**src/rtl/mqs_pkg.sv**
```systemverilog
// ---------------------------------------------------------------------------
// mqs_pkg - shared types and constants for the message queue
// Request and response payloads, cell control, request and status codes.
// ---------------------------------------------------------------------------
package mqs_pkg;

    // default queue depth
    localparam int DEPTH_DEF = 16;
    // cells examined per search cycle
    localparam int SCAN_W = 8;

    // request codes
    localparam logic [2:0] REQ_PUSH      = 3'd0;
    localparam logic [2:0] REQ_POP       = 3'd1;
    localparam logic [2:0] REQ_REMOVE    = 3'd2;
    localparam logic [2:0] REQ_FIND_POS  = 3'd3;
    localparam logic [2:0] REQ_FIND_CODE = 3'd4;

    // status codes
    localparam logic [1:0] ST_OK   = 2'd0;
    localparam logic [1:0] ST_MISS = 2'd1;
    localparam logic [1:0] ST_FULL = 2'd2;

    typedef struct packed {
        logic [2:0]  req_type;
        logic [15:0] msg_handle;
        logic [31:0] msg_code;
        logic [3:0]  position;
    } mqs_req_t;

    typedef struct packed {
        logic [1:0]  status;
        logic [15:0] out_handle;
        logic [31:0] out_code;
        logic [4:0]  entry_count;
        logic        is_empty;
    } mqs_rsp_t;

    typedef struct packed {
        logic [15:0] handle;
        logic [31:0] code;
    } mqs_entry_t;

    // per-cell control from the sequencer
    typedef struct packed {
        logic cmp;    // capture match flags
        logic load;   // write the incoming entry
        logic shift;  // take the neighbour's entry
    } mqs_cell_ctrl_t;

endpackage

```
**src/rtl/mqs_cell.sv**
```systemverilog
// ---------------------------------------------------------------------------
// mqs_cell - one queue slot
// Holds one entry, compares it against the request keys and takes its
// neighbour's entry when a slot at or before it is deleted.
// ---------------------------------------------------------------------------
module mqs_cell (
    input  logic                    aclk,
    input  mqs_pkg::mqs_cell_ctrl_t ctrl,
    input  logic [15:0]             key_handle,
    input  logic [31:0]             key_code,
    input  mqs_pkg::mqs_entry_t     load_entry,
    input  mqs_pkg::mqs_entry_t     next_entry,
    output mqs_pkg::mqs_entry_t     entry,
    output logic                    hit_handle,
    output logic                    hit_code
);

    mqs_pkg::mqs_entry_t entry_reg;
    logic                hit_handle_reg;
    logic                hit_code_reg;

    // slot contents: load on push, shift down on delete
    always_ff @(posedge aclk) begin
        if (ctrl.load) begin
            entry_reg <= load_entry;
        end else if (ctrl.shift) begin
            entry_reg <= next_entry;
        end
    end

    // match flags for the search that follows
    always_ff @(posedge aclk) begin
        if (ctrl.cmp) begin
            hit_handle_reg <= (entry_reg.handle == key_handle);
            hit_code_reg   <= (entry_reg.code == key_code);
        end
    end

    assign entry      = entry_reg;
    assign hit_handle = hit_handle_reg;
    assign hit_code   = hit_code_reg;

endmodule

```
**src/rtl/message_queue_with_search_unit.sv**
```systemverilog
// ---------------------------------------------------------------------------
// message_queue_with_search_unit - ordered message queue with search
// Push, pop, remove by handle, find by position and find by code and rank
// over a row of slot cells; one response per request.
// ---------------------------------------------------------------------------
// Push, pop, find by position and unused codes: the result is registered in ACT
// once the output register is free; only then is the next request accepted.
// Remove and find by code: SCAN first ranks 8 slot match flags per cycle, chunk
// by chunk, until a match is found or the occupied slots are passed.
// The output register frees the input side once a result is waiting.
// Synchronous active-low reset empties the queue; slot contents are kept.
module message_queue_with_search_unit #(
    parameter int DEPTH = mqs_pkg::DEPTH_DEF
) (
    input  logic              aclk,
    input  logic              aresetn,
    input  logic              s_valid,
    output logic              s_ready,
    input  mqs_pkg::mqs_req_t s_data,
    output logic              m_valid,
    input  logic              m_ready,
    output mqs_pkg::mqs_rsp_t m_data
);

    localparam int IW   = $clog2(DEPTH);
    localparam int CW   = $clog2(DEPTH + 1);
    localparam int GW   = mqs_pkg::SCAN_W;
    localparam int SW   = $clog2(GW);
    localparam int NCH  = (DEPTH + GW - 1) / GW;
    localparam int CHW  = (NCH > 1) ? $clog2(NCH) : 1;
    localparam int PADW = (2 ** CHW) * GW;
    localparam int PW   = (CW > 4) ? CW : 4;
    localparam int OW   = (CW > 5) ? CW : 5;
    localparam int NBW  = CHW + SW + 1;
    localparam int BCW  = (NBW > CW) ? NBW : CW;

    // sequencer states
    localparam logic [1:0] S_IDLE = 2'd0;
    localparam logic [1:0] S_SCAN = 2'd1;
    localparam logic [1:0] S_ACT  = 2'd2;

    logic [1:0]          state_reg, state_next;
    mqs_pkg::mqs_req_t   req_reg;
    logic [IW-1:0]       idx_reg, idx_next;
    logic                ok_reg, ok_next;
    logic [CHW-1:0]      chunk_reg, chunk_next;
    logic [4:0]          seen_reg, seen_next;
    logic [CW-1:0]       occ_reg, occ_next;
    logic                m_valid_reg;
    mqs_pkg::mqs_rsp_t   m_data_reg, rsp_next;

    logic                s_fire;
    logic                act_go;
    logic                push_ok;
    logic                del_ok;
    logic                read_ok;

    mqs_pkg::mqs_cell_ctrl_t ctrl [DEPTH];
    mqs_pkg::mqs_entry_t     entries [DEPTH];
    mqs_pkg::mqs_entry_t     load_entry;
    logic [DEPTH-1:0]        hit_h;
    logic [DEPTH-1:0]        hit_c;
    logic [PADW-1:0]         hit_pad;
    logic [PADW-1:0]         live_pad;
    logic [GW-1:0]           chunk_bits;
    logic                    scan_found;
    logic [SW-1:0]           scan_pos;
    logic [4:0]              scan_seen;
    logic [NBW-1:0]          next_base;
    logic                    scan_last;
    logic [OW-1:0]           occ_wide;

    assign s_fire  = s_valid && s_ready;
    assign s_ready = (state_reg == S_IDLE);
    assign act_go  = (state_reg == S_ACT) && (!m_valid_reg || m_ready);

    assign push_ok = ok_reg && (req_reg.req_type == mqs_pkg::REQ_PUSH);
    assign del_ok  = ok_reg && (req_reg.req_type == mqs_pkg::REQ_POP ||
                                req_reg.req_type == mqs_pkg::REQ_REMOVE);
    assign read_ok = ok_reg && (req_reg.req_type == mqs_pkg::REQ_POP ||
                                req_reg.req_type == mqs_pkg::REQ_FIND_POS ||
                                req_reg.req_type == mqs_pkg::REQ_FIND_CODE);

    assign load_entry.handle = req_reg.msg_handle;
    assign load_entry.code   = req_reg.msg_code;

    // row of slot cells, slot 0 oldest
    for (genvar k = 0; k < DEPTH; k++) begin : g_cell
        mqs_pkg::mqs_entry_t nbr;

        assign ctrl[k].cmp   = s_fire;
        assign ctrl[k].load  = act_go && push_ok && (idx_reg == IW'(k));
        assign ctrl[k].shift = act_go && del_ok && (IW'(k) >= idx_reg);

        if (k == DEPTH - 1) begin : g_last
            assign nbr = '0;
        end else begin : g_mid
            assign nbr = entries[k + 1];
        end

        mqs_cell u_cell (
            .aclk       (aclk),
            .ctrl       (ctrl[k]),
            .key_handle (s_data.msg_handle),
            .key_code   (s_data.msg_code),
            .load_entry (load_entry),
            .next_entry (nbr),
            .entry      (entries[k]),
            .hit_handle (hit_h[k]),
            .hit_code   (hit_c[k])
        );
    end

    // occupied-slot mask and selected match flags, padded to whole chunks
    for (genvar k = 0; k < PADW; k++) begin : g_pad
        if (k < DEPTH) begin : g_in
            assign live_pad[k] = (CW'(k) < occ_reg);
            assign hit_pad[k]  = live_pad[k] &&
                ((req_reg.req_type == mqs_pkg::REQ_REMOVE) ? hit_h[k] : hit_c[k]);
        end else begin : g_out
            assign live_pad[k] = 1'b0;
            assign hit_pad[k]  = 1'b0;
        end
    end

    assign chunk_bits = hit_pad[chunk_reg * GW +: GW];

    // rank the matches of one chunk
    always_comb begin
        logic [4:0] s;
        s          = seen_reg;
        scan_found = 1'b0;
        scan_pos   = '0;
        for (int j = 0; j < GW; j++) begin
            if (chunk_bits[j] && !scan_found) begin
                if (req_reg.req_type == mqs_pkg::REQ_REMOVE ||
                    s == {1'b0, req_reg.position}) begin
                    scan_found = 1'b1;
                    scan_pos   = SW'(j);
                end
                s = (s == 5'd16) ? s : s + 5'd1;
            end
        end
        scan_seen = s;
    end

    // stop once the next chunk starts past the occupied slots
    assign next_base = NBW'({1'b0, chunk_reg} + (CHW + 1)'(1)) << SW;
    assign scan_last = (chunk_reg == CHW'(NCH - 1)) ||
                       (BCW'(next_base) >= BCW'(occ_reg));

    // sequencer
    always_comb begin
        state_next = state_reg;
        idx_next   = idx_reg;
        ok_next    = ok_reg;
        chunk_next = chunk_reg;
        seen_next  = seen_reg;
        occ_next   = occ_reg;
        case (state_reg)
            S_IDLE: begin
                if (s_fire) begin
                    chunk_next = '0;
                    seen_next  = '0;
                    state_next = S_ACT;
                    case (s_data.req_type)
                        mqs_pkg::REQ_PUSH: begin
                            idx_next = IW'(occ_reg);
                            ok_next  = (occ_reg < CW'(DEPTH));
                        end
                        mqs_pkg::REQ_POP: begin
                            idx_next = '0;
                            ok_next  = (occ_reg != '0);
                        end
                        mqs_pkg::REQ_FIND_POS: begin
                            idx_next = IW'(s_data.position);
                            ok_next  = (PW'(s_data.position) < PW'(occ_reg));
                        end
                        mqs_pkg::REQ_REMOVE, mqs_pkg::REQ_FIND_CODE: begin
                            ok_next    = 1'b0;
                            state_next = S_SCAN;
                        end
                        default: begin
                            ok_next = 1'b0;
                        end
                    endcase
                end
            end
            S_SCAN: begin
                seen_next = scan_seen;
                if (scan_found) begin
                    idx_next   = IW'({chunk_reg, scan_pos});
                    ok_next    = 1'b1;
                    state_next = S_ACT;
                end else if (scan_last) begin
                    ok_next    = 1'b0;
                    state_next = S_ACT;
                end else begin
                    chunk_next = chunk_reg + CHW'(1);
                end
            end
            S_ACT: begin
                if (act_go) begin
                    if (push_ok) begin
                        occ_next = occ_reg + CW'(1);
                    end else if (del_ok) begin
                        occ_next = occ_reg - CW'(1);
                    end
                    state_next = S_IDLE;
                end
            end
            default: begin
                state_next = S_IDLE;
            end
        endcase
    end

    // response assembly
    assign occ_wide = OW'(occ_next);
    always_comb begin
        rsp_next             = '0;
        rsp_next.entry_count = occ_wide[4:0];
        rsp_next.is_empty    = (occ_next == '0);
        if (req_reg.req_type == mqs_pkg::REQ_PUSH) begin
            rsp_next.status = ok_reg ? mqs_pkg::ST_OK : mqs_pkg::ST_FULL;
        end else begin
            rsp_next.status = ok_reg ? mqs_pkg::ST_OK : mqs_pkg::ST_MISS;
        end
        if (read_ok) begin
            rsp_next.out_handle = entries[idx_reg].handle;
            rsp_next.out_code   = entries[idx_reg].code;
        end
    end

    // control registers
    always_ff @(posedge aclk) begin
        if (!aresetn) begin
            state_reg   <= S_IDLE;
            occ_reg     <= '0;
            m_valid_reg <= 1'b0;
        end else begin
            state_reg <= state_next;
            occ_reg   <= occ_next;
            if (act_go) begin
                m_valid_reg <= 1'b1;
            end else if (m_ready) begin
                m_valid_reg <= 1'b0;
            end
        end
    end

    // request and working registers
    always_ff @(posedge aclk) begin
        if (s_fire) begin
            req_reg <= s_data;
        end
        idx_reg   <= idx_next;
        ok_reg    <= ok_next;
        chunk_reg <= chunk_next;
        seen_reg  <= seen_next;
        if (act_go) begin
            m_data_reg <= rsp_next;
        end
    end

    assign m_valid = m_valid_reg;
    assign m_data  = m_data_reg;

endmodule
```
**config.mk**
```make
export PLATFORM = sky130hd
export DESIGN_NAME = message_queue_with_search_unit
export DESIGN_NICKNAME = d
export VERILOG_FILES = /design/src/rtl/mqs_pkg.sv /design/src/rtl/mqs_cell.sv /design/src/rtl/message_queue_with_search_unit.sv
export SDC_FILE = /design/constraint.sdc
export NUM_CORES = 2
export LEC_CHECK = 0
export BUFFER_PORTS_ARGS = -buffer_cell sky130_fd_sc_hd__buf_4
export CELL_PAD_IN_SITES_DETAIL_PLACEMENT = 1
export CELL_PAD_IN_SITES_GLOBAL_PLACEMENT = 2
export CORE_UTILIZATION = 51
export DETAILED_ROUTE_END_ITERATION = 10
export PLACE_DENSITY = 0.84
export SYNTH_ARGS = -nofsm -noshare
export SYNTH_HDL_FRONTEND = slang
export SYNTH_HIERARCHICAL = 1
export SYNTH_SLANG_ARGS = --single-unit
```
**constraint.sdc**
```tcl
create_clock -name aclk -period 16.6 [get_ports aclk]
set_clock_uncertainty 0.2 [all_clocks]
set_input_delay 1.66 -clock aclk [delete_from_list [all_inputs] [get_ports aclk]]
set_output_delay 1.66 -clock aclk [all_outputs]
set_load 0.03 [all_outputs]
```
== Word-level counts from Yosys, hierarchy flattened ==
Cells that the tools add are included.

* Bitwise logic cells: 1
* Shift-type cells: 1
* Equality and inequality tests: 80
* $add $sub $neg: 12
* Muxes and demuxes: 127
* Reduce and logical (&&, ||, !) cells: 113
* Order comparisons: 36

{| class="wikitable"
|+ Operator list
! kind !! number
|-
| $mux W48 || 34
|-
| $eq A32 B32 Y1 || 16
|-
| $eq A16 B16 Y1 || 16
|-
| $bmux W48 S4 || 1
|-
| $mux W5 || 21
|-
| $logic_and A1 B1 Y1 || 62
|-
| $add A5 B1 Y5 const B || 9
|-
| $mux W1 || 43
|-
| $eq A5 B4 Y1 || 8
|-
| $eq A5 B5 Y1 const B || 8
|-
| $lt A4 B5 Y1 const A || 8
|-
| $mux W3 || 12
|-
| $reduce_bool A2 Y1 || 18
|-
| $eq A4 B4 Y1 const B || 8
|-
| $ge A4 B4 Y1 const A || 8
|-
| $lt A3 B5 Y1 const A || 4
|-
| $eq A4 B3 Y1 const B || 4
|-
| $ge A3 B4 Y1 const A || 4
|-
| $shiftx A16 B5 Y8 || 1
|-
| $mux W2 || 7
|-
| $logic_or A1 B1 Y1 || 13
|-
| $eq A3 B2 Y1 const B || 4
|-
| $pmux W4 S3 || 1
|-
| $lt A1 B5 Y1 const A || 2
|-
| 37 further kinds || 58
|}

* Logic and storage cells: 450
* Input bits: 59
* Output and inout port bits: 58
* Register bits: 930

== Depth between registers and ports, before layout ==
* Depth in word-level cells: 32
* Gate-level depth with buffers: 38
* Mapped depth without buffers: 35

== By module ==
The synthesis kept the hierarchy.

{| class="wikitable"
|+ Modules (own cells, without submodules)
! module !! area an instance (um^2) !! sequential area each (um^2) !! instances !! cells an instance
|-
| mqs_cell || 2637.5 || 1501.4 || 16 || 168
|-
| message_queue_with_search_unit || 14350.0 || 3823.7 || 1 || 1139
|}

== Worst setup path after synthesis ==
Ideal clock, no wire load.

* Kind: reg2reg
* Start point: reg req_reg[52] in the netlist's numbering
* End point: reg idx_reg[0] (enable)
* Stages on the path, launching flop included: 35
* Setup time: 339 ps
* Arrival time: 7271 ps
* Setup slack: 8790 ps
* Cell sequence: edfxtp_1 -> buf_2 -> nor3b_4 -> mux2i_1 -> o22a_1 -> buf_2 -> o21ai_2 -> nand2_1 -> ha_1 -> nand2_1 -> o32ai_4 -> or4b_1 -> nand3_1 -> nand2_1 -> nand3_1 -> nand3_1 -> nand2_1 -> ha_1 -> nand3_1 -> o21ba_2 -> mux2i_2 -> nor3_1 -> or4_4 -> a31oi_4 -> nor2_2 -> mux2_2 -> inv_1 -> ha_1 -> nand3_1 -> mux2i_1 -> a21boi_2 -> xnor3_1 -> or3_1 -> o21a_1 -> a21oi_1

* Cells in the longest elaborated chain, start to end: 32
* Elaborated cells between the ends (all ways): 106
* Classes of those cells: 6 x add/sub; 15 x eq/ne; 1 x shift; 45 x mux; 39 x reduce/logical

{| class="wikitable"
|+ Ends and longest elaborated chain
! element !! RTL line !! source
|-
| from (decl) || message_queue_with_search_unit.sv:43 || <nowiki>mqs_pkg::mqs_req_t req_reg;</nowiki>
|-
| from (signal assigned) || message_queue_with_search_unit.sv:255 || <nowiki>req_reg <= s_data;</nowiki>
|-
| $eq A3 B2 Y1 * || message_queue_with_search_unit.sv:119, message_queue_with_search_unit.sv:136 ||
|-
| parallel branches: the longest is 28 deep, another holds $add A5 B1 Y5 || n/a ||
|-
| $mux W1 * || message_queue_with_search_unit.sv:135 || <nowiki>if (chunk_bits[j] && !scan_found) begin</nowiki>
|-
| $ne A2 B2 Y1 (no line) * || n/a ||
|-
| $reduce_and A4 Y1 (no line) * || n/a ||
|-
| to (signal assigned) || message_queue_with_search_unit.sv:257 || <nowiki>idx_reg <= idx_next;</nowiki>
|-
| to (decl) || message_queue_with_search_unit.sv:44 || <nowiki>logic [IW-1:0] idx_reg, idx_next;</nowiki>
|}

Every way passes the cells marked *.
A chain may end at the register's enable or synchronous reset.

== Worst setup path after layout ==
* Start point: reg req_reg[52] in the netlist's numbering
* End point: reg idx_reg[2] (enable)

Same word-level chain as after synthesis.

==> flow_summary.ini <==
[setup_path]
start_kind = flip-flop
worstReg2RegStart = req_reg[52]$_DFFE_PP_
startpoint = req_reg[52]$_DFFE_PP_
crit_top_cell = nand3_1
cp_max_fo = 24
cp.required_ps = 16730
cpPeakStageDelay_ps = 720
slowest_stage = o22a_1
crit_buf_inv = 2
critPathKind = flip-flop to flip-flop
crit_arrival_ps = 9940
crit_family = compound AO/OA/AOI/OAI gates
critPathCaptureType = flip-flop

[sta]
finalMaxSlewViolations = 0
setup-violations-final = 0
slew_headroom_pct = 19.6
fin_tns_setup_ps = 0
fmax_ghz = 0.102
finalHoldViolCount = 0
worst_slew_pin_slew_ps = 1200
period_needed_ps = 9820
period_share_pct = 59.1
fin_hold_ws_ps = 389
setup_ws_ps = 6780
rsz0062_at_grt = false

[worst_hold_path]
worstHoldStart = m_valid$_SDFFE_PN0P_
worstHoldPathType = flip-flop to flip-flop

[clock_network]
cts_buffer_depth = 3
cts_setup_buffers = 0
path_clk_slew_ps = 60
ctsResizeCount = 0
root_buffer = clkbuf_16
clock_latency_ps = 690
htree_levels = 3
cts_tree = done
numCtsBuffers = 106
clock_sinks = 930
cts_hold_buf = 0

[routing]
routed.top_layer = met5
drc = 0
routed_wl_um = 181000
vias = 35800
first_pass_iters = 5
ant_nets = 0
wl_met1_um = 72500
wl_per_cell_um = 32.8
viasPerCell = 6.49
wl_met3_um = 13200
first_iter_violations = 3544
dr_wl_met2_um = 88800

[yosys]
synth_common_cells = edfxtp_1 (922), mux2_2 (627), xor2_1 (522)
synth_flop_cell = edfxtp_1
avgSynthCellArea_sq_um = 14.8
yosysTopAreaCell = edfxtp_1
synth.area.top_cells = edfxtp_1 (49%), mux2_2 (12%), mux4_2 (9.6%)
synth_cells = 3827
synthArstFlopShare_pct = 0
syn_area_sq_mm = 0.0566
synth-edff-count = 922
yosysSeqAreaShare_pct = 49.2
synth_warnings = 6
synth_top_area_share_pct = 49.0
synth_cell_types = 112
synth-seq-cells = 930
yosysMostFrequentCell = edfxtp_1

[flow_run]
cap_violations = 0

[power_and_ir_drop]
p_clk_share_pct = 41.8
power.switching_mw = 1.45
seqPwrFrac_pct = 47.1
p_int_mw = 4.22
combinationalPowerShare_pct = 11.1
p_per_area_mw_per_mm2 = 91.0
cellLeakagePower_nw = 20.5
power.total_mw = 5.67
worst_ir_drop_vdd_v = 0.0000761
p_sw_share_pct = 25.5

[run_status]
status = finished, final reports clean

[grt]
grt_use_total_pct = 32.3
grt_overflow = 0
antenna_found_initial = 12
grt_pass1_vias = 37700
grt_start_max_net_pins = 86
grt_first_pass_wirelength_um = 264000

[placement]
routabilityCongestion = 0.887
pre_cts_slack_ps = 6970
port_buffers = 116
dp_hpwl_um = 116000

[final_layout]
layout-drive-gt1-share_pct = 34.9
layout.nets = 4033
syn_to_final_growth_pct = 10.2
largest_reg_flops = 768

[die]
start_util_pct = 51.7
coreArea_sq_mm = 0.109
die_h_um = 335
die-area_sq_mm = 0.112
die_w_um = 335
ioPinCount = 117
std_cell_rows = 121
-- layout by cell type, fill, tap and decap left out, types with 22 or more instances in the layout --
cell / count
nand3_1: 42
a21oi_1: 42
mux2_4: 144
conb_1: 48
clkinv_2: 22
and3_1: 57
edfxtp_1: 922
buf_4: 154
nor4_1: 153
nand2_1: 55
o21ai_0: 29
inv_1: 28
xor2_1: 522
xnor2_1: 286
mux2_2: 627
nor2_1: 63
mux4_2: 241
nand4_1: 106
nor3_1: 23
clkbuf_16: 108
-- per-layer routing --
layer	track usage (%)	vias to the layer above
met5	0	-
met4	11.4	14
met3	5.22	338
met2	53.7	1390
met1	42.7	18900
li1	-	15200
-- final cells by class --
| cell class | count | area, sq um |
|---|---|---|
| sequential | 930 | 27800 |
| tap | 1476 | 1850 |
| clock inverter | 64 | 639 |
| multi-input combinational | 2726 | 27900 |
| fill | 10300 | 47100 |
| antenna | 3 | 7.51 |
| timing repair buffer | 156 | 1200 |
| clock buffer | 126 | 2770 |
| inverter | 34 | 131 |
-- cells by family after synthesis --
group	share of synthesized area, %
simple gates	6.13
flops	49.2
compound gates	3.16
buf+inv	2.02
fa+ha+maj	0.443
other cells	0.00663
mux	26.2
xor+xnor	12.8
-- worst reg2reg max path: cells and delay by family, from the launching register on --
kind                     cells  cell delay, ps
buffers and inverters        2             410
XOR/XNOR                     2             400
adder cells (fa/ha/maj)      3             700
multiplexers                 4            1500
AND/OR/NAND/NOR             12            2410
AO/OA/AOI/OAI               10            3300
flip-flops                   1             510
-- path summary, 6_finish.rpt --
| kind | end | slack (ps) | cells past startpoint |
|---|---|---|---|
| worst min register to register | m_valid$_SDFFE_PN0P_ | 390 | 2 |
| worst max register to register | idx_reg[2]$_DFFE_PP_ | 6780 | 33 |
| worst min-delay path | m_valid$_SDFFE_PN0P_ | 390 | 2 |
| worst max-delay path | idx_reg[2]$_DFFE_PP_ | 6780 | 33 |
-- per-stage QoR --
step	util (%)	area [sq um]	std cells
after CTS	56.9	62300	5512
after global routing	56.9	62300	5513
after detailed placement	53.8	58900	5322
after floorplan	-	56700	3874
final	56.9	62300	5515
after global placement	53.8	58900	5322
-- power groups by stage --
stage | clock network, mW | logic, mW | registers, mW
finish | 2.37 | 0.629 | 2.67
global route | 2.48 | 0.664 | 2.68
CTS | 2.40 | 0.627 | 2.67
detailed placement | 0 | 0.623 | 2.72
global placement | 0 | 0.613 | 2.72
floorplan | 0 | 0.386 | 2.71
No activity file was read; power rests on OpenSTA's default activity.
